--- src/lrch_pkg.sv ---
// Shared types, constants and codes for the LED ring clock hands block.
package lrch_pkg;

  // Frame geometry
  localparam int FRAME_BYTES = 48;
  localparam int FRAME_AW    = $clog2(FRAME_BYTES);

  // Register reset values and tick timer reload values per mode
  localparam logic [9:0]  MINUTE_DIV_RESET = 10'd60;
  localparam logic [11:0] HOUR_DIV_RESET   = 12'd720;
  localparam logic [23:0] RUN_RELOAD_RESET = 24'd234375;
  localparam logic [23:0] PERIOD_SET_HOUR  = 24'd250;
  localparam logic [23:0] PERIOD_SET_MIN   = 24'd1000;
  localparam logic [23:0] PERIOD_SET_SEC   = 24'd2500;

  // Register indexes on the configuration port (byte address = 4 * index)
  localparam int          CFG_AW         = 4;
  localparam logic [1:0]  REG_MINUTE_DIV = 2'd0;
  localparam logic [1:0]  REG_HOUR_DIV   = 2'd1;
  localparam logic [1:0]  REG_RUN_RELOAD = 2'd2;

  // Hand selection
  localparam logic [1:0] HAND_SEC  = 2'd0;
  localparam logic [1:0] HAND_MIN  = 2'd1;
  localparam logic [1:0] HAND_HOUR = 2'd2;

  typedef enum logic [2:0] {
    MODE_RUN      = 3'd0,
    MODE_SET_HOUR = 3'd1,
    MODE_SET_MIN  = 3'd2,
    MODE_SET_SEC  = 3'd3,
    MODE_PAUSE    = 3'd4
  } clock_mode_t;

  typedef struct packed {
    logic mode;
    logic switch_level;
  } event_item_t;

  typedef struct packed {
    logic        frame_valid;
    logic [5:0]  byte_pos;
    logic [7:0]  pixel_byte;
    logic        last;
    logic [2:0]  clock_mode;
    logic [23:0] tick_reload;
    logic [1:0]  led_toggles;
  } result_item_t;

  typedef struct packed {
    logic [9:0]  minute_divider;
    logic [11:0] hour_divider;
    logic [23:0] run_reload;
  } cfg_t;

  typedef enum logic [3:0] {
    ST_IDLE,
    ST_DECIDE,
    ST_MODE,
    ST_STATUS,
    ST_COUNT,
    ST_RD_LO,
    ST_WR_LO,
    ST_RD_HI,
    ST_WR_HI,
    ST_ADV_RD,
    ST_ADV_UPD,
    ST_PRIME,
    ST_EMIT
  } ctrl_state_t;

  typedef enum logic [3:0] {
    DP_NONE,
    DP_LATCH,
    DP_MODE,
    DP_STATUS,
    DP_COUNT,
    DP_RD_LO,
    DP_WR_LO,
    DP_RD_HI,
    DP_WR_HI,
    DP_ADV_RD,
    DP_ADV_UPD,
    DP_PRIME,
    DP_EMIT
  } dp_op_t;

  typedef struct packed {
    dp_op_t     op;
    logic [1:0] hand;
  } dp_cmd_t;

  typedef struct packed {
    logic is_switch;
    logic paused;
    logic step_min;
    logic step_hour;
    logic slot_free;
    logic emit_last;
  } dp_stat_t;

endpackage

--- src/lrch_regs.sv ---
// Configuration register file behind the APB-style port.
module lrch_regs (
  input  logic                        clk,
  input  logic                        rst,
  input  logic                        psel,
  input  logic                        penable,
  input  logic                        pwrite,
  input  logic [lrch_pkg::CFG_AW-1:0] paddr,
  input  logic [31:0]                 pwdata,
  output logic [31:0]                 prdata,
  output logic                        pready,
  output lrch_pkg::cfg_t              cfg
);

  logic       wr_en;
  logic [1:0] reg_idx;

  assign pready  = 1'b1;
  assign wr_en   = psel && penable && pwrite;
  assign reg_idx = paddr[3:2];

  // Write the addressed register; unused addresses drop the transaction
  always_ff @(posedge clk) begin
    if (rst) begin
      cfg.minute_divider <= lrch_pkg::MINUTE_DIV_RESET;
      cfg.hour_divider   <= lrch_pkg::HOUR_DIV_RESET;
      cfg.run_reload     <= lrch_pkg::RUN_RELOAD_RESET;
    end else if (wr_en) begin
      if (reg_idx == lrch_pkg::REG_MINUTE_DIV) begin
        cfg.minute_divider <= pwdata[9:0];
      end
      if (reg_idx == lrch_pkg::REG_HOUR_DIV) begin
        cfg.hour_divider <= pwdata[11:0];
      end
      if (reg_idx == lrch_pkg::REG_RUN_RELOAD) begin
        cfg.run_reload <= pwdata[23:0];
      end
    end
  end

  // Read back
  always_comb begin
    unique case (reg_idx)
      lrch_pkg::REG_MINUTE_DIV: prdata = {22'd0, cfg.minute_divider};
      lrch_pkg::REG_HOUR_DIV:   prdata = {20'd0, cfg.hour_divider};
      lrch_pkg::REG_RUN_RELOAD: prdata = {8'd0, cfg.run_reload};
      default:                  prdata = 32'd0;
    endcase
  end

endmodule

--- src/lrch_ctrl.sv ---
// Controller state machine sequencing tick, switch and frame emission work.
module lrch_ctrl (
  input  logic               clk,
  input  logic               rst,
  input  logic               event_valid,
  output logic               event_stall,
  input  lrch_pkg::dp_stat_t stat,
  output lrch_pkg::dp_cmd_t  cmd
);

  lrch_pkg::ctrl_state_t state, state_next;
  logic [1:0]            hand, hand_next;

  always_ff @(posedge clk) begin
    if (rst) begin
      state <= lrch_pkg::ST_IDLE;
      hand  <= lrch_pkg::HAND_SEC;
    end else begin
      state <= state_next;
      hand  <= hand_next;
    end
  end

  // Next state
  always_comb begin
    state_next = state;
    hand_next  = hand;
    unique case (state)
      lrch_pkg::ST_IDLE: begin
        if (event_valid) begin
          state_next = lrch_pkg::ST_DECIDE;
        end
      end
      lrch_pkg::ST_DECIDE: begin
        priority if (stat.is_switch) begin
          state_next = lrch_pkg::ST_MODE;
        end else if (stat.paused) begin
          state_next = lrch_pkg::ST_IDLE;
        end else begin
          state_next = lrch_pkg::ST_COUNT;
        end
      end
      lrch_pkg::ST_MODE:   state_next = lrch_pkg::ST_STATUS;
      lrch_pkg::ST_STATUS: begin
        if (stat.slot_free) begin
          state_next = lrch_pkg::ST_IDLE;
        end
      end
      lrch_pkg::ST_COUNT: begin
        state_next = lrch_pkg::ST_RD_LO;
        hand_next  = lrch_pkg::HAND_SEC;
      end
      lrch_pkg::ST_RD_LO: state_next = lrch_pkg::ST_WR_LO;
      lrch_pkg::ST_WR_LO: state_next = lrch_pkg::ST_RD_HI;
      lrch_pkg::ST_RD_HI: state_next = lrch_pkg::ST_WR_HI;
      lrch_pkg::ST_WR_HI: begin
        // Step the next flagged hand, or move on to the position updates
        priority if (hand == lrch_pkg::HAND_SEC && stat.step_min) begin
          state_next = lrch_pkg::ST_RD_LO;
          hand_next  = lrch_pkg::HAND_MIN;
        end else if (hand != lrch_pkg::HAND_HOUR && stat.step_hour) begin
          state_next = lrch_pkg::ST_RD_LO;
          hand_next  = lrch_pkg::HAND_HOUR;
        end else begin
          state_next = lrch_pkg::ST_ADV_RD;
          hand_next  = lrch_pkg::HAND_SEC;
        end
      end
      lrch_pkg::ST_ADV_RD: state_next = lrch_pkg::ST_ADV_UPD;
      lrch_pkg::ST_ADV_UPD: begin
        if (hand == lrch_pkg::HAND_HOUR) begin
          state_next = lrch_pkg::ST_PRIME;
        end else begin
          state_next = lrch_pkg::ST_ADV_RD;
          hand_next  = hand + 2'd1;
        end
      end
      lrch_pkg::ST_PRIME: state_next = lrch_pkg::ST_EMIT;
      lrch_pkg::ST_EMIT: begin
        if (stat.slot_free && stat.emit_last) begin
          state_next = lrch_pkg::ST_IDLE;
        end
      end
      default: state_next = lrch_pkg::ST_IDLE;
    endcase
  end

  // Commands to the datapath
  always_comb begin
    event_stall = (state != lrch_pkg::ST_IDLE);
    cmd.hand    = hand;
    unique case (state)
      lrch_pkg::ST_IDLE:    cmd.op = event_valid ? lrch_pkg::DP_LATCH : lrch_pkg::DP_NONE;
      lrch_pkg::ST_MODE:    cmd.op = lrch_pkg::DP_MODE;
      lrch_pkg::ST_STATUS:  cmd.op = lrch_pkg::DP_STATUS;
      lrch_pkg::ST_COUNT:   cmd.op = lrch_pkg::DP_COUNT;
      lrch_pkg::ST_RD_LO:   cmd.op = lrch_pkg::DP_RD_LO;
      lrch_pkg::ST_WR_LO:   cmd.op = lrch_pkg::DP_WR_LO;
      lrch_pkg::ST_RD_HI:   cmd.op = lrch_pkg::DP_RD_HI;
      lrch_pkg::ST_WR_HI:   cmd.op = lrch_pkg::DP_WR_HI;
      lrch_pkg::ST_ADV_RD:  cmd.op = lrch_pkg::DP_ADV_RD;
      lrch_pkg::ST_ADV_UPD: cmd.op = lrch_pkg::DP_ADV_UPD;
      lrch_pkg::ST_PRIME:   cmd.op = lrch_pkg::DP_PRIME;
      lrch_pkg::ST_EMIT:    cmd.op = lrch_pkg::DP_EMIT;
      default:              cmd.op = lrch_pkg::DP_NONE;
    endcase
  end

endmodule

--- src/lrch_datapath.sv ---
// Datapath: frame memory, hand positions, tick counters, mode state and result register.
module lrch_datapath (
  input  logic                   clk,
  input  logic                   rst,
  input  lrch_pkg::cfg_t         cfg,
  input  lrch_pkg::event_item_t  event_item,
  input  lrch_pkg::dp_cmd_t      cmd,
  output lrch_pkg::dp_stat_t     stat,
  output logic                   result_valid,
  input  logic                   result_stall,
  output lrch_pkg::result_item_t result_item
);

  localparam int AW = lrch_pkg::FRAME_AW;
  localparam logic [AW:0]   FB_W    = (AW+1)'(lrch_pkg::FRAME_BYTES);
  localparam logic [AW-1:0] LAST_IX = AW'(lrch_pkg::FRAME_BYTES - 1);

  // Latched transaction and clock state
  logic                  ev_q;
  logic                  sw_q;
  lrch_pkg::clock_mode_t clock_state;
  logic [23:0]           tick_period;
  logic [1:0]            indicator;
  logic [9:0]            min_cnt;
  logic [11:0]           hr_cnt;
  logic                  step_min;
  logic                  step_hour;
  logic [AW-1:0]         pos_sec;
  logic [AW-1:0]         pos_min;
  logic [AW-1:0]         pos_hour;
  logic [AW-1:0]         emit_idx;

  // Frame memory with per-entry written flags
  logic [7:0]              frame_mem [lrch_pkg::FRAME_BYTES];
  logic [lrch_pkg::FRAME_BYTES-1:0] frame_written;
  logic [7:0]              rd_mem_q;
  logic                    rd_written_q;
  logic [AW-1:0]           rd_addr_q;
  logic [AW-1:0]           raddr;
  logic                    we;
  logic [AW-1:0]           waddr;
  logic [7:0]              wdata;
  logic [7:0]              rdata;

  logic [AW-1:0] pos_cur;
  logic [AW-1:0] pos_ahead;
  logic [9:0]    min_inc;
  logic [11:0]   hr_inc;
  logic          slot_free;
  logic          emit_last;
  logic          load_status;
  logic          load_emit;

  function automatic logic [AW-1:0] ahead(input logic [AW-1:0] p);
    logic [AW:0] s;
    s = {1'b0, p} + (AW+1)'(3);
    return (s >= FB_W) ? AW'(s - FB_W) : AW'(s);
  endfunction

  function automatic logic [7:0] frame_init(input logic [AW-1:0] a);
    return (a < AW'(3)) ? 8'hFF : 8'h00;
  endfunction

  // Select the hand under work
  always_comb begin
    unique case (cmd.hand)
      lrch_pkg::HAND_MIN:  pos_cur = pos_min;
      lrch_pkg::HAND_HOUR: pos_cur = pos_hour;
      default:             pos_cur = pos_sec;
    endcase
  end

  assign pos_ahead = ahead(pos_cur);
  assign min_inc   = min_cnt + 10'd1;
  assign hr_inc    = hr_cnt + 12'd1;
  assign slot_free = !result_valid || !result_stall;
  assign emit_last = (emit_idx == LAST_IX);
  assign load_status = (cmd.op == lrch_pkg::DP_STATUS) && slot_free;
  assign load_emit   = (cmd.op == lrch_pkg::DP_EMIT) && slot_free;

  // Memory port control
  always_comb begin
    raddr = '0;
    we    = 1'b0;
    waddr = pos_cur;
    wdata = rdata - 8'd1;
    unique case (cmd.op)
      lrch_pkg::DP_RD_LO:  raddr = pos_cur;
      lrch_pkg::DP_WR_LO:  we = 1'b1;
      lrch_pkg::DP_RD_HI:  raddr = pos_ahead;
      lrch_pkg::DP_WR_HI: begin
        we    = 1'b1;
        waddr = pos_ahead;
        wdata = rdata + 8'd1;
      end
      lrch_pkg::DP_ADV_RD: raddr = pos_ahead;
      lrch_pkg::DP_EMIT: begin
        // Hold the current byte while stalled, fetch the next one on a load
        if (load_emit) begin
          raddr = emit_last ? '0 : emit_idx + AW'(1);
        end else begin
          raddr = emit_idx;
        end
      end
      default: raddr = '0;
    endcase
  end

  always_ff @(posedge clk) begin
    if (we) begin
      frame_mem[waddr] <= wdata;
    end
    rd_mem_q  <= frame_mem[raddr];
    rd_addr_q <= raddr;
  end

  always_ff @(posedge clk) begin
    if (rst) begin
      frame_written <= '0;
      rd_written_q  <= 1'b0;
    end else begin
      if (we) begin
        frame_written[waddr] <= 1'b1;
      end
      rd_written_q <= frame_written[raddr];
    end
  end

  assign rdata = rd_written_q ? rd_mem_q : frame_init(rd_addr_q);

  // Clock state, counters and hand positions
  always_ff @(posedge clk) begin
    if (rst) begin
      ev_q        <= 1'b0;
      sw_q        <= 1'b0;
      clock_state <= lrch_pkg::MODE_RUN;
      tick_period <= lrch_pkg::RUN_RELOAD_RESET;
      indicator   <= 2'b00;
      min_cnt     <= '0;
      hr_cnt      <= '0;
      step_min    <= 1'b0;
      step_hour   <= 1'b0;
      pos_sec     <= AW'(0);
      pos_min     <= AW'(1);
      pos_hour    <= AW'(2);
      emit_idx    <= '0;
    end else begin
      unique case (cmd.op)
        lrch_pkg::DP_LATCH: begin
          ev_q <= event_item.mode;
          sw_q <= event_item.switch_level;
        end
        lrch_pkg::DP_MODE: begin
          // Step the mode cycle on a high switch level
          if (sw_q) begin
            unique case (clock_state)
              lrch_pkg::MODE_RUN: begin
                indicator[0] <= ~indicator[0];
                clock_state  <= lrch_pkg::MODE_SET_HOUR;
                tick_period  <= lrch_pkg::PERIOD_SET_HOUR;
              end
              lrch_pkg::MODE_SET_HOUR: begin
                clock_state <= lrch_pkg::MODE_SET_MIN;
                tick_period <= lrch_pkg::PERIOD_SET_MIN;
              end
              lrch_pkg::MODE_SET_MIN: begin
                clock_state <= lrch_pkg::MODE_SET_SEC;
                tick_period <= lrch_pkg::PERIOD_SET_SEC;
              end
              lrch_pkg::MODE_SET_SEC: begin
                indicator[1] <= ~indicator[1];
                clock_state  <= lrch_pkg::MODE_PAUSE;
              end
              lrch_pkg::MODE_PAUSE: begin
                indicator[1] <= ~indicator[1];
                clock_state  <= lrch_pkg::MODE_RUN;
                tick_period  <= cfg.run_reload;
              end
              default: clock_state <= clock_state;
            endcase
          end
        end
        lrch_pkg::DP_COUNT: begin
          // Advance both tick counters and flag the hands that step
          step_min  <= (min_inc >= cfg.minute_divider);
          step_hour <= (hr_inc >= cfg.hour_divider);
          min_cnt   <= (min_inc >= cfg.minute_divider) ? 10'd0 : min_inc;
          hr_cnt    <= (hr_inc >= cfg.hour_divider) ? 12'd0 : hr_inc;
        end
        lrch_pkg::DP_ADV_UPD: begin
          // Move the hand on once the byte ahead is full
          if (rdata == 8'hFF) begin
            unique case (cmd.hand)
              lrch_pkg::HAND_MIN:  pos_min  <= pos_ahead;
              lrch_pkg::HAND_HOUR: pos_hour <= pos_ahead;
              default:             pos_sec  <= pos_ahead;
            endcase
          end
        end
        lrch_pkg::DP_PRIME: emit_idx <= '0;
        lrch_pkg::DP_EMIT: begin
          if (load_emit) begin
            emit_idx <= emit_last ? '0 : emit_idx + AW'(1);
          end
        end
        default: emit_idx <= emit_idx;
      endcase
    end
  end

  // Result register
  always_ff @(posedge clk) begin
    if (rst) begin
      result_valid <= 1'b0;
    end else if (load_status || load_emit) begin
      result_valid <= 1'b1;
    end else if (!result_stall) begin
      result_valid <= 1'b0;
    end
  end

  always_ff @(posedge clk) begin
    if (load_status || load_emit) begin
      result_item.frame_valid <= load_emit;
      result_item.byte_pos    <= load_emit ? 6'(emit_idx) : 6'd0;
      result_item.pixel_byte  <= load_emit ? rdata : 8'd0;
      result_item.last        <= load_status || emit_last;
      result_item.clock_mode  <= clock_state;
      result_item.tick_reload <= tick_period;
      result_item.led_toggles <= indicator;
    end
  end

  // Status to the controller
  always_comb begin
    stat.is_switch = ev_q;
    stat.paused    = (clock_state == lrch_pkg::MODE_PAUSE);
    stat.step_min  = step_min;
    stat.step_hour = step_hour;
    stat.slot_free = slot_free;
    stat.emit_last = emit_last;
  end

endmodule

--- src/led_ring_clock_hands.sv ---
// Top level of the LED ring clock hands block.
//
// Event channel (event_valid/event_stall/event_item): each transaction is a
// timer tick (mode 0) or a switch event (mode 1, with the sampled switch level).
// Result channel (result_valid/result_stall/result_item): a tick emits the
// 48 GRB frame bytes in order, the final one marked last; a switch event
// emits one status result carrying the new mode. Every result carries the
// current mode, tick reload value and indicator bits.
// A switch event passes the decide and mode states before its status result is loaded.
// A tick is decided and counted, then each stepped hand (1 to 3 hands) has two frame
// bytes read and rewritten, the byte ahead of each hand is read for the position
// updates, the first read is primed, and the frame streams out one byte per cycle
// while the receiver does not stall, 48 in all. A paused tick is dropped in the decide
// state. A new transaction is taken only once the previous one has finished. The
// receiver may stall at any time; the result register holds its transaction and
// emission waits. Reset (rst, synchronous) restores the starting frame (first pixel
// lit by all three hands) and run mode, and empties the result register. Configuration
// must be written through the APB port while idle; the block does not enforce it.
module led_ring_clock_hands (
  input  logic                        clk,
  input  logic                        rst,
  input  logic                        event_valid,
  output logic                        event_stall,
  input  lrch_pkg::event_item_t       event_item,
  output logic                        result_valid,
  input  logic                        result_stall,
  output lrch_pkg::result_item_t      result_item,
  input  logic                        psel,
  input  logic                        penable,
  input  logic                        pwrite,
  input  logic [lrch_pkg::CFG_AW-1:0] paddr,
  input  logic [31:0]                 pwdata,
  output logic [31:0]                 prdata,
  output logic                        pready
);

  lrch_pkg::cfg_t     cfg;
  lrch_pkg::dp_cmd_t  cmd;
  lrch_pkg::dp_stat_t stat;

  lrch_regs u_regs (
    .clk     (clk),
    .rst     (rst),
    .psel    (psel),
    .penable (penable),
    .pwrite  (pwrite),
    .paddr   (paddr),
    .pwdata  (pwdata),
    .prdata  (prdata),
    .pready  (pready),
    .cfg     (cfg)
  );

  lrch_ctrl u_ctrl (
    .clk         (clk),
    .rst         (rst),
    .event_valid (event_valid),
    .event_stall (event_stall),
    .stat        (stat),
    .cmd         (cmd)
  );

  lrch_datapath u_dp (
    .clk          (clk),
    .rst          (rst),
    .cfg          (cfg),
    .event_item   (event_item),
    .cmd          (cmd),
    .stat         (stat),
    .result_valid (result_valid),
    .result_stall (result_stall),
    .result_item  (result_item)
  );

endmodule

--- config.mk ---
export PLATFORM = sky130hd
export DESIGN_NAME = led_ring_clock_hands
export DESIGN_NICKNAME = d
export VERILOG_FILES = /design/src/lrch_pkg.sv /design/src/lrch_regs.sv /design/src/lrch_ctrl.sv /design/src/lrch_datapath.sv /design/src/led_ring_clock_hands.sv
export SDC_FILE = /design/constraint.sdc
export NUM_CORES = 1
export LEC_CHECK = 0
export ABC_AREA = 1
export BUFFER_PORTS_ARGS = -buffer_cell sky130_fd_sc_hd__buf_4
export CORE_MARGIN = 4
export CORE_UTILIZATION = 50
export DETAILED_ROUTE_END_ITERATION = 8
export PLACE_DENSITY_LB_ADDON = 0.25
export SLEW_MARGIN = 20
export SYNTH_ARGS = -nofsm -noshare
export SYNTH_HDL_FRONTEND = slang
export SYNTH_SLANG_ARGS = --single-unit
--- constraint.sdc ---
create_clock -name clk -period 4.98 [get_ports clk]
set_input_delay 0.249 -clock clk [delete_from_list [all_inputs] [get_ports clk]]
set_output_delay 0.249 -clock clk [all_outputs]
set_load 0.05 [all_outputs]
==> run summary, run 1 <==
ROUTE
-------------------------------------------------------------------------------------------
Average detailed-routed wire length per instance                                    18.7 µm
Top routing layer used                                                                 met4
Post-detailed-route via-to-cell ratio                                                  5.58
Via total after detailed routing                                                     19,700
Routed Antenna Nets                                                                       0
1st-pass router iterations                                                                5
Amount of wire on met3 after detailed routing                                       3.99 mm
Routed length on met2                                                               31.2 mm
Number of remaining DRC errors                                                            0
Met1 WL                                                                             28.7 mm
Aggregate routed wire length                                                        66.0 mm
Number of design-rule violations left by the first detailed-router iteration          1,959

TIMING
-------------------------------------------------------------------------------------------
Max-slew headroom at the worst pin                                                    33.4%
Post-route fraction of the period consumed by the critical path                       89.4%
Transition time at the pin with the least slew margin                              0.997 ns
Post-route clock skew                                                             0.0141 ns
Summed negative setup slack over all endpoints                                         0 ns
Maximum clock frequency                                                             224 MHz
Worst Hold Slack                                                                   0.158 ns
Final hold violation count                                                                0
Final setup viols                                                                         0
Final number of max-transition violations                                                 0
Unrepaired setup endpoints after global routing                                       false
Fin crit period                                                                     4.45 ns

CRITICAL PATH
-------------------------------------------------------------------------------------------
Series of cell instances along the critical path                               inv_1, ha_1, inv_2, nand2_1, o21ai_1, inv_1, nand2_2, nand2_2, nor2_8, inv_1, ha_1, a21oi_1, inv_1, a31oi_1, nor2_1, o21ai_0, nand2_1, xor2_4, buf_4
Worst setup path start                                                         u_ctrl.state[3]
Worst Path Max Fanout                                                                    18
Launching element type of the critical path                                        register
CP Capture Type                                                                    register
Worst r2r src                                                                  u_ctrl.state[3]
Kind of cell adding the most delay to the critical path                        buffers and inverters
Largest stage delay on the critical path                                            0.48 ns
Critical path's most frequent cell                                             sky130_fd_sc_hd__inv_1
Critical Path AT                                                                    4.87 ns
Combined buffer and inverter count along the critical path                                6
Critical path required time                                                         5.40 ns
Critical path start-end classification                                              reg2reg
Cell at the slowest stage of the critical path                                 sky130_fd_sc_hd__ha_1

PLACE
-------------------------------------------------------------------------------------------
Sum of net half-perimeters after detailed placement                                 42.2 mm
Number of placed cells counting well taps                                             3,376
GP Congestion                                                                         0.874
Number of I/O port buffers                                                              105

DIE
-------------------------------------------------------------------------------------------
I/O pin count                                                                           125
Number of placement rows                                                                 85
Total core area                                                                  53,800 µm²
Starting utilization of the core area                                                 50.4%
Vert. Die Dim                                                                        241 µm
X dimension of the die                                                               241 µm
Die area                                                                         58,100 µm²

CTS
-------------------------------------------------------------------------------------------
H-tree levels                                                                             3
Clock tree from TritonCTS                                                               yes
Maximum clock insertion buffer count                                                      3
Worst-skew pair later-pin latency                                                   0.59 ns
Number of CTS-inserted buffers                                                           67
Setup repair bufs after CTS                                                               0
Clk slew on worst S/H paths                                                         0.06 ns
Root buffer cell                                                               sky130_fd_sc_hd__clkbuf_16
Clock Sink Count                                                                        624

POWER AND IR DROP
-------------------------------------------------------------------------------------------
Pleak                                                                               11.9 nW
Internal portion of total power                                                    0.0123 W
Clock network power share                                                             24.0%
Worst vdd ir                                                                       0.783 mV
Sequential Power Share                                                                39.8%
Combinational share of power                                                          36.2%
Switch Pwr                                                                        0.00756 W
Sw Ratio                                                                              38.1%
Power density over the cells                                                     640 nW/µm²

LOGIC SYNTHESIS
-------------------------------------------------------------------------------------------
Yosys warning count                                                                       0
Cell type with the largest total area after synthesis                          sky130_fd_sc_hd__edfxtp_1
Sequential share of the synthesized area                                              61.8%
Netlist area before placement                                                    27,100 µm²
Number of enable flip-flop cells after synthesis                                        429
Most used DFF post-synth                                                       sky130_fd_sc_hd__edfxtp_1
Synthesized flop and latch total                                                        624
Number of unique standard cell types used by synthesis                                   56
Synth Instances                                                                       2,672
Post-Synthesis Mean Instance Area                                                  10.2 µm²
Area share of the leading cell type in the synthesized netlist                        47.5%
Top cell types by occurrence after synthesis                                   sky130_fd_sc_hd__edfxtp_1, sky130_fd_sc_hd__nand2_1, sky130_fd_sc_hd__inv_1
Most used standard cell by instance count after synthesis                      sky130_fd_sc_hd__edfxtp_1
Async SR Flop Fraction                                                                   0%
Leading post-synthesis cells by cell area                                      sky130_fd_sc_hd__edfxtp_1, sky130_fd_sc_hd__dfxtp_1, sky130_fd_sc_hd__nand2_1, sky130_fd_sc_hd__inv_1, sky130_fd_sc_hd__nand3_1

FINISH
-------------------------------------------------------------------------------------------
Number of standard cells in the final layout excluding fillers                        3,523
Post-layout nets                                                                      2,863
Proportion of layout cells with a drive suffix above 1                                10.7%
Fill cell count                                                                       4,478
Synthesis-to-layout area growth                                                       14.3%
Total area of sequential cells                                                   16,800 µm²
Multi-input logic area                                                             8490 µm²
Number of antenna cells inserted                                                          0

MIN PATH
-------------------------------------------------------------------------------------------
Hold crit path type                                                                  in2reg
Worst hold path startpoint                                                      event_valid

GLOBAL ROUTE
-------------------------------------------------------------------------------------------
Antenna violations before repair                                                          0
Largest net degree at the start of global routing                                        81
Overall overflow remaining after global route                                             0
Global router's overall resource usage                                                22.7%
Global-route wire length before repair                                               104 mm
Vias in the first global route                                                       18,800

JOB
-------------------------------------------------------------------------------------------
Number of maximum-capacitance constraint violations                                       0

RUN STATUS
-------------------------------------------------------------------------------------------
Result of the run                                                              finished, final reports clean

## worst reg2reg max path, cell delays in order, from the launching register on
cell and delay [ns]:
sky130_fd_sc_hd__dfxtp_1 0.38, sky130_fd_sc_hd__inv_1 0.10, sky130_fd_sc_hd__ha_1 0.29, sky130_fd_sc_hd__inv_2 0.11
sky130_fd_sc_hd__nand2_1 0.07, sky130_fd_sc_hd__o21ai_1 0.22, sky130_fd_sc_hd__inv_1 0.15, sky130_fd_sc_hd__nand2_2 0.13
sky130_fd_sc_hd__nand2_2 0.11, sky130_fd_sc_hd__nor2_8 0.20, sky130_fd_sc_hd__inv_1 0.26, sky130_fd_sc_hd__ha_1 0.48
sky130_fd_sc_hd__a21oi_1 0.18, sky130_fd_sc_hd__inv_1 0.05, sky130_fd_sc_hd__a31oi_1 0.39, sky130_fd_sc_hd__nor2_1 0.07
sky130_fd_sc_hd__o21ai_0 0.16, sky130_fd_sc_hd__nand2_1 0.14, sky130_fd_sc_hd__xor2_4 0.46, sky130_fd_sc_hd__buf_4 0.32
## flip-flops by register name, indices dropped and copies added, names as in the netlist, 8 cells and up
name and cells:
u_dp.frame_written 48, u_dp.hr_cnt 12, u_dp.frame_mem 384, u_dp.tick_period 24, u_regs.cfg 46, u_dp.rd_mem_q 8
u_dp.min_cnt 10, u_dp.result_item 45
## worst paths after layout
check | slack, ns | end | cells past startpoint
worst min register to register | 0.43 | u_dp.result_item[10] | 0
worst max register to register | 0.53 | u_dp.frame_mem[6][6] | 19
worst min-delay path | 0.16 | u_ctrl.state[2] | 4
worst max-delay path | 0.53 | u_dp.frame_mem[6][6] | 19
## power groups by stage
stage,clock (W),combinational (W),sequential [W]
detailed placement,0,0.00713,0.00802
CTS,0.00485,0.00717,0.00791
global placement,0,0.00695,0.00801
global route,0.00507,0.00786,0.00793
floorplan,0,0.00422,0.00818
finish,0.00477,0.00719,0.00791
## layout by cell type (no fill, tap or decap), types with 9 or more instances in the layout
cell type / count
sky130_fd_sc_hd__nand3_1: 233
sky130_fd_sc_hd__o21ai_1: 54
sky130_fd_sc_hd__clkinv_1: 15
sky130_fd_sc_hd__inv_2: 15
sky130_fd_sc_hd__clkbuf_16: 71
sky130_fd_sc_hd__o21ai_0: 180
sky130_fd_sc_hd__clkinv_2: 11
sky130_fd_sc_hd__o221ai_1: 9
sky130_fd_sc_hd__xor2_1: 17
sky130_fd_sc_hd__dlygate4sd3_1: 26
sky130_fd_sc_hd__edfxtp_1: 429
sky130_fd_sc_hd__a21oi_1: 169
sky130_fd_sc_hd__conb_1: 9
sky130_fd_sc_hd__nor2_1: 211
sky130_fd_sc_hd__ha_1: 42
sky130_fd_sc_hd__o211ai_1: 131
sky130_fd_sc_hd__clkbuf_1: 17
sky130_fd_sc_hd__buf_4: 140
sky130_fd_sc_hd__dfxtp_1: 195
sky130_fd_sc_hd__nand4_1: 57
sky130_fd_sc_hd__inv_1: 318
sky130_fd_sc_hd__or2_1: 23
sky130_fd_sc_hd__or2_0: 24
sky130_fd_sc_hd__nand2_1: 325
## final cells by class
cell class | instances | area share [%]
clock inverters | 27 | 0.593
well taps | 696 | 2.81
repair buffers | 175 | 4.78
flip-flops and latches | 624 | 54.1
clock buffers | 94 | 6.20
inverters | 340 | 4.13
multi-input cells | 1567 | 27.4
## metal layers
layer | vias up | GRT usage (%)
li1 | 9427 | -
met1 | 9462 | 31.3
met2 | 623 | 36.6
met3 | 142 | 3.79
met4 | 0 | 8.22
met5 | - | 0
## stage by stage
step                util [%]  setup slack [ns]  total power [W]  cell area, µm²
finish                  57.6             0.526           0.0199           31000
global route            57.6             0.103           0.0209           31000
global placement        53.2             0.601           0.0150           28600
floorplan                  -             0.374           0.0124           27200
CTS                     57.6             0.407           0.0199           31000
detailed placement      53.2             0.447           0.0151           28600
## repair_timing
| action | CTS | global route |
|---|---|---|
| hold buffers | 26 | 0 |
| endpoints found under the setup margin | 0 | 16 |
| resized for setup | 0 | 1 |
| hold endpoints to repair | 47 | 0 |
## cells by family after synthesis
logic type / Yosys count / share of synthesized area [%]
adders and majority gates: 43 / 2.01
AOI/OAI and AO/OA: 571 / 12.2
buffers and inverters: 488 / 7.54
other: 2 / 0.0277
xor gates and xnor gates: 32 / 1.06
and+or+nand+nor: 912 / 15.3
DFF: 624 / 61.8
Power figures use the tool's default switching activity.
==> inputs of run 2 (changes only) <==
CAP_MARGIN = 20   (was default)
CTS_BUF_LIST = sky130_fd_sc_hd__clkbuf_4 sky130_fd_sc_hd__clkbuf_8 sky130_fd_sc_hd__clkbuf_16   (was default)
RECOVER_POWER = 50   (was default)
==> run 2 against run 1 <==
Effect of this change: the flow now finishes with violations (capacitance limit, slew limit); first-iteration DRC count down 8.2%; setup slack worse by 0.14 ns; critical path type unchanged; worst hold slack worse by 0.0035 ns.
==> run summary, run 2 (synthesis gave the netlist of run 1 again) <==
ROUTE
-------------------------------------------------------------------------------------------
Number of design-rule violations left by the first detailed-router iteration          1,799   -8.2%
Number of remaining DRC errors                                                            0   unchanged
Via total after detailed routing                                                     19,600   -0.44%
1st-pass router iterations                                                                6   +1
Aggregate routed wire length                                                        66.1 mm   +0.14%
Routed Antenna Nets                                                                       0   unchanged
Post-detailed-route via-to-cell ratio                                                  5.55   -0.44%
Average detailed-routed wire length per instance                                    18.8 µm   +0.14%

CRITICAL PATH
-------------------------------------------------------------------------------------------
Length in cells of the worst reg-to-reg path                                             20   +1
Critical Path AT                                                                    4.84 ns   -0.03 ns
Worst Path Max Fanout                                                                    32   +14
CP Capture Type                                                                    register
Launching element type of the critical path                                        register
Critical path start-end classification                                              reg2reg
Critical path required time                                                         5.22 ns   -0.18 ns

TIMING
-------------------------------------------------------------------------------------------
Maximum clock frequency                                                             218 MHz   -3.1%
Unrepaired setup endpoints after global routing                                       false
Final number of max-transition violations                                               143   +143
Summed negative setup slack over all endpoints                                         0 ns   unchanged
Fin crit period                                                                     4.60 ns   +0.141 ns
Transition time at the pin with the least slew margin                               2.41 ns   +1.41 ns
Post-route fraction of the period consumed by the critical path                       92.3%   +2.8 points
Final setup viols                                                                         0   unchanged
Final hold violation count                                                                0   unchanged
Max-slew headroom at the worst pin                                                   -61.3%   -95 points
Post-route clock skew                                                             0.0138 ns   -0.000254 ns

FINISH
-------------------------------------------------------------------------------------------
Post-layout nets                                                                      2,863   unchanged
Register with the most flip-flops                                              u_dp.frame_mem
Synthesis-to-layout area growth                                                       13.0%
Most common cell after layout, fill and taps aside                             sky130_fd_sc_hd__edfxtp_1
Top Registers                                                                  u_dp.frame_mem x384, u_dp.frame_written x48, u_regs.cfg x46
Number of antenna cells inserted                                                          0   unchanged
Flip-flop count of the largest register after layout                                    384   unchanged
Core occupancy in the finished layout                                                 57.0%   -0.63 points
Highest-count cells in the layout ignoring fill and taps                       sky130_fd_sc_hd__edfxtp_1, sky130_fd_sc_hd__nand2_1, sky130_fd_sc_hd__inv_1, sky130_fd_sc_hd__nand3_1, sky130_fd_sc_hd__nor2_1
Proportion of layout cells with a drive suffix above 1                                8.14%   -2.5 points

CTS
-------------------------------------------------------------------------------------------
Clock tree from TritonCTS                                                               yes
Maximum clock insertion buffer count                                                      3   unchanged
Clk slew on worst S/H paths                                                         0.05 ns   about the same
H-tree levels                                                                             3   unchanged
Worst-skew pair later-pin latency                                                   0.59 ns   about the same
Root buffer cell                                                               sky130_fd_sc_hd__clkbuf_16
Number of CTS-inserted buffers                                                           67   unchanged
Clock Sink Count                                                                        624   unchanged

DIE
-------------------------------------------------------------------------------------------
Vert. Die Dim                                                                        241 µm   unchanged
X dimension of the die                                                               241 µm   unchanged
Total core area                                                                  53,800 µm²   unchanged
Number of placement rows                                                                 85   unchanged
I/O pin count                                                                           125   unchanged
Die area                                                                         58,100 µm²   unchanged
Starting utilization of the core area                                                 50.4%   unchanged

GLOBAL ROUTE
-------------------------------------------------------------------------------------------
Largest net degree at the start of global routing                                        81   unchanged
Antenna violations before repair                                                          0   unchanged
Overall overflow remaining after global route                                             0   unchanged
Global-route wire length before repair                                               104 mm   about the same
Vias in the first global route                                                       18,700   -0.053%
Global router's overall resource usage                                                22.7%   about the same

PLACE
-------------------------------------------------------------------------------------------
Number of I/O port buffers                                                              105   unchanged
GP Congestion                                                                         0.874   unchanged
Sum of net half-perimeters after detailed placement                                 42.2 mm   unchanged

RUN STATUS
-------------------------------------------------------------------------------------------
Violated checks                                                                capacitance limit, slew limit
Result of the run                                                              complete, but fails checks

POWER AND IR DROP
-------------------------------------------------------------------------------------------
Pleak                                                                               11.7 nW   -2.1%
Power density over the cells                                                     646 nW/µm²   +0.88%
Worst vdd ir                                                                       0.765 mV   -2.3%

MIN PATH
-------------------------------------------------------------------------------------------
Worst hold path depth                                                                     4   unchanged
Hold crit path type                                                                  in2reg

JOB
-------------------------------------------------------------------------------------------
Number of maximum-capacitance constraint violations                                       2   +2

-- run 2: cell count changes in the layout (fill, tap and decap cells not counted), sizes merged --
cell / previous run / this run
buf: 149 / 65
clkinvlp: 2 / 3
clkbuf: 94 / 178
clkinv: 27 / 26
-- run 2: final cells by class --
| class | instances | area, µm² |
|---|---|---|
| inverter | 340 | 1280 |
| multi-input combinational | 1567 | 8400 |
| fill | 4568 | 23100 |
| sequential | 624 | 16800 |
| clock inverter | 27 | 184 |
| timing repair buffer | 175 | 1170 |
| clock buffer | 94 | 1990 |
| tap | 696 | 871 |
-- run 2: routing by layer --
metal,track usage [%],wire [µm]
met1,31.3,29000
met2,36.6,31200
met3,3.81,3870
met4,8.26,2070
met5,0,0
-- run 2: what timing repair did --
action                                  CTS  global route
setup buffers                             0             0
gates resized for setup                   0             1
endpoints found under the hold margin    47             0
hold buffers                             26             0
endpoints found under the setup margin    0            17
-- run 2: worst paths after layout --
check	startpoint	end	slack (ns)
worst min register to register	u_dp.tick_period[6]	u_dp.result_item[8]	0.43
worst max-delay path	u_ctrl.hand[0]	u_dp.frame_mem[0][5]	0.38
worst max register to register	u_ctrl.hand[0]	u_dp.frame_mem[0][5]	0.38
worst min-delay path	event_valid	u_ctrl.state[2]	0.15
-- run 2: metrics by stage --
stage / total power, W / std cells / cell area [µm²] / hold WS, ns / worst slack (ns)
final: 0.0198 / 3523 / 30700 / 0.155 / 0.384
after global routing: 0.0208 / 3523 / 30700 / 0.174 / 0.0586
after CTS: 0.0200 / 3523 / 31100 / 0.109 / 0.407
after detailed placement: 0.0151 / 3376 / 28600 / 0.415 / 0.447
after global placement: 0.0150 / 3376 / 28600 / 0.409 / 0.601
after floorplan: 0.0124 / 2679 / 27200 / 0.375 / 0.374
-- run 2: report_power, final --
| part | internal [W] | switching [W] | leakage (nW) |
|---|---|---|---|
| Clock | 0.00289 | 0.00197 | 1.09 |
| Sequential | 0.00787 | 0.000104 | 5.41 |
| Combinational | 0.00154 | 0.00546 | 5.16 |
| Total | 0.0123 | 0.00753 | 11.7 |
-- run 2: critical path: stages (launching register included) --
cell and delay, ns:
sky130_fd_sc_hd__dfxtp_1 0.36, sky130_fd_sc_hd__inv_1 0.09, sky130_fd_sc_hd__ha_1 0.49, sky130_fd_sc_hd__inv_2 0.15, sky130_fd_sc_hd__nand2_1 0.14, sky130_fd_sc_hd__o21ai_4 0.10
sky130_fd_sc_hd__ha_1 0.22, sky130_fd_sc_hd__nor3_1 0.48, sky130_fd_sc_hd__xor2_2 0.26, sky130_fd_sc_hd__ha_1 0.18, sky130_fd_sc_hd__nand2_1 0.06, sky130_fd_sc_hd__nor2_1 0.10
sky130_fd_sc_hd__nand2_1 0.11, sky130_fd_sc_hd__nand3_1 0.12, sky130_fd_sc_hd__nand2_1 0.08, sky130_fd_sc_hd__and2_4 0.16, sky130_fd_sc_hd__nand2_1 0.05, sky130_fd_sc_hd__nand2_1 0.08
sky130_fd_sc_hd__inv_2 0.40, sky130_fd_sc_hd__nand4_1 0.23, sky130_fd_sc_hd__inv_1 0.38
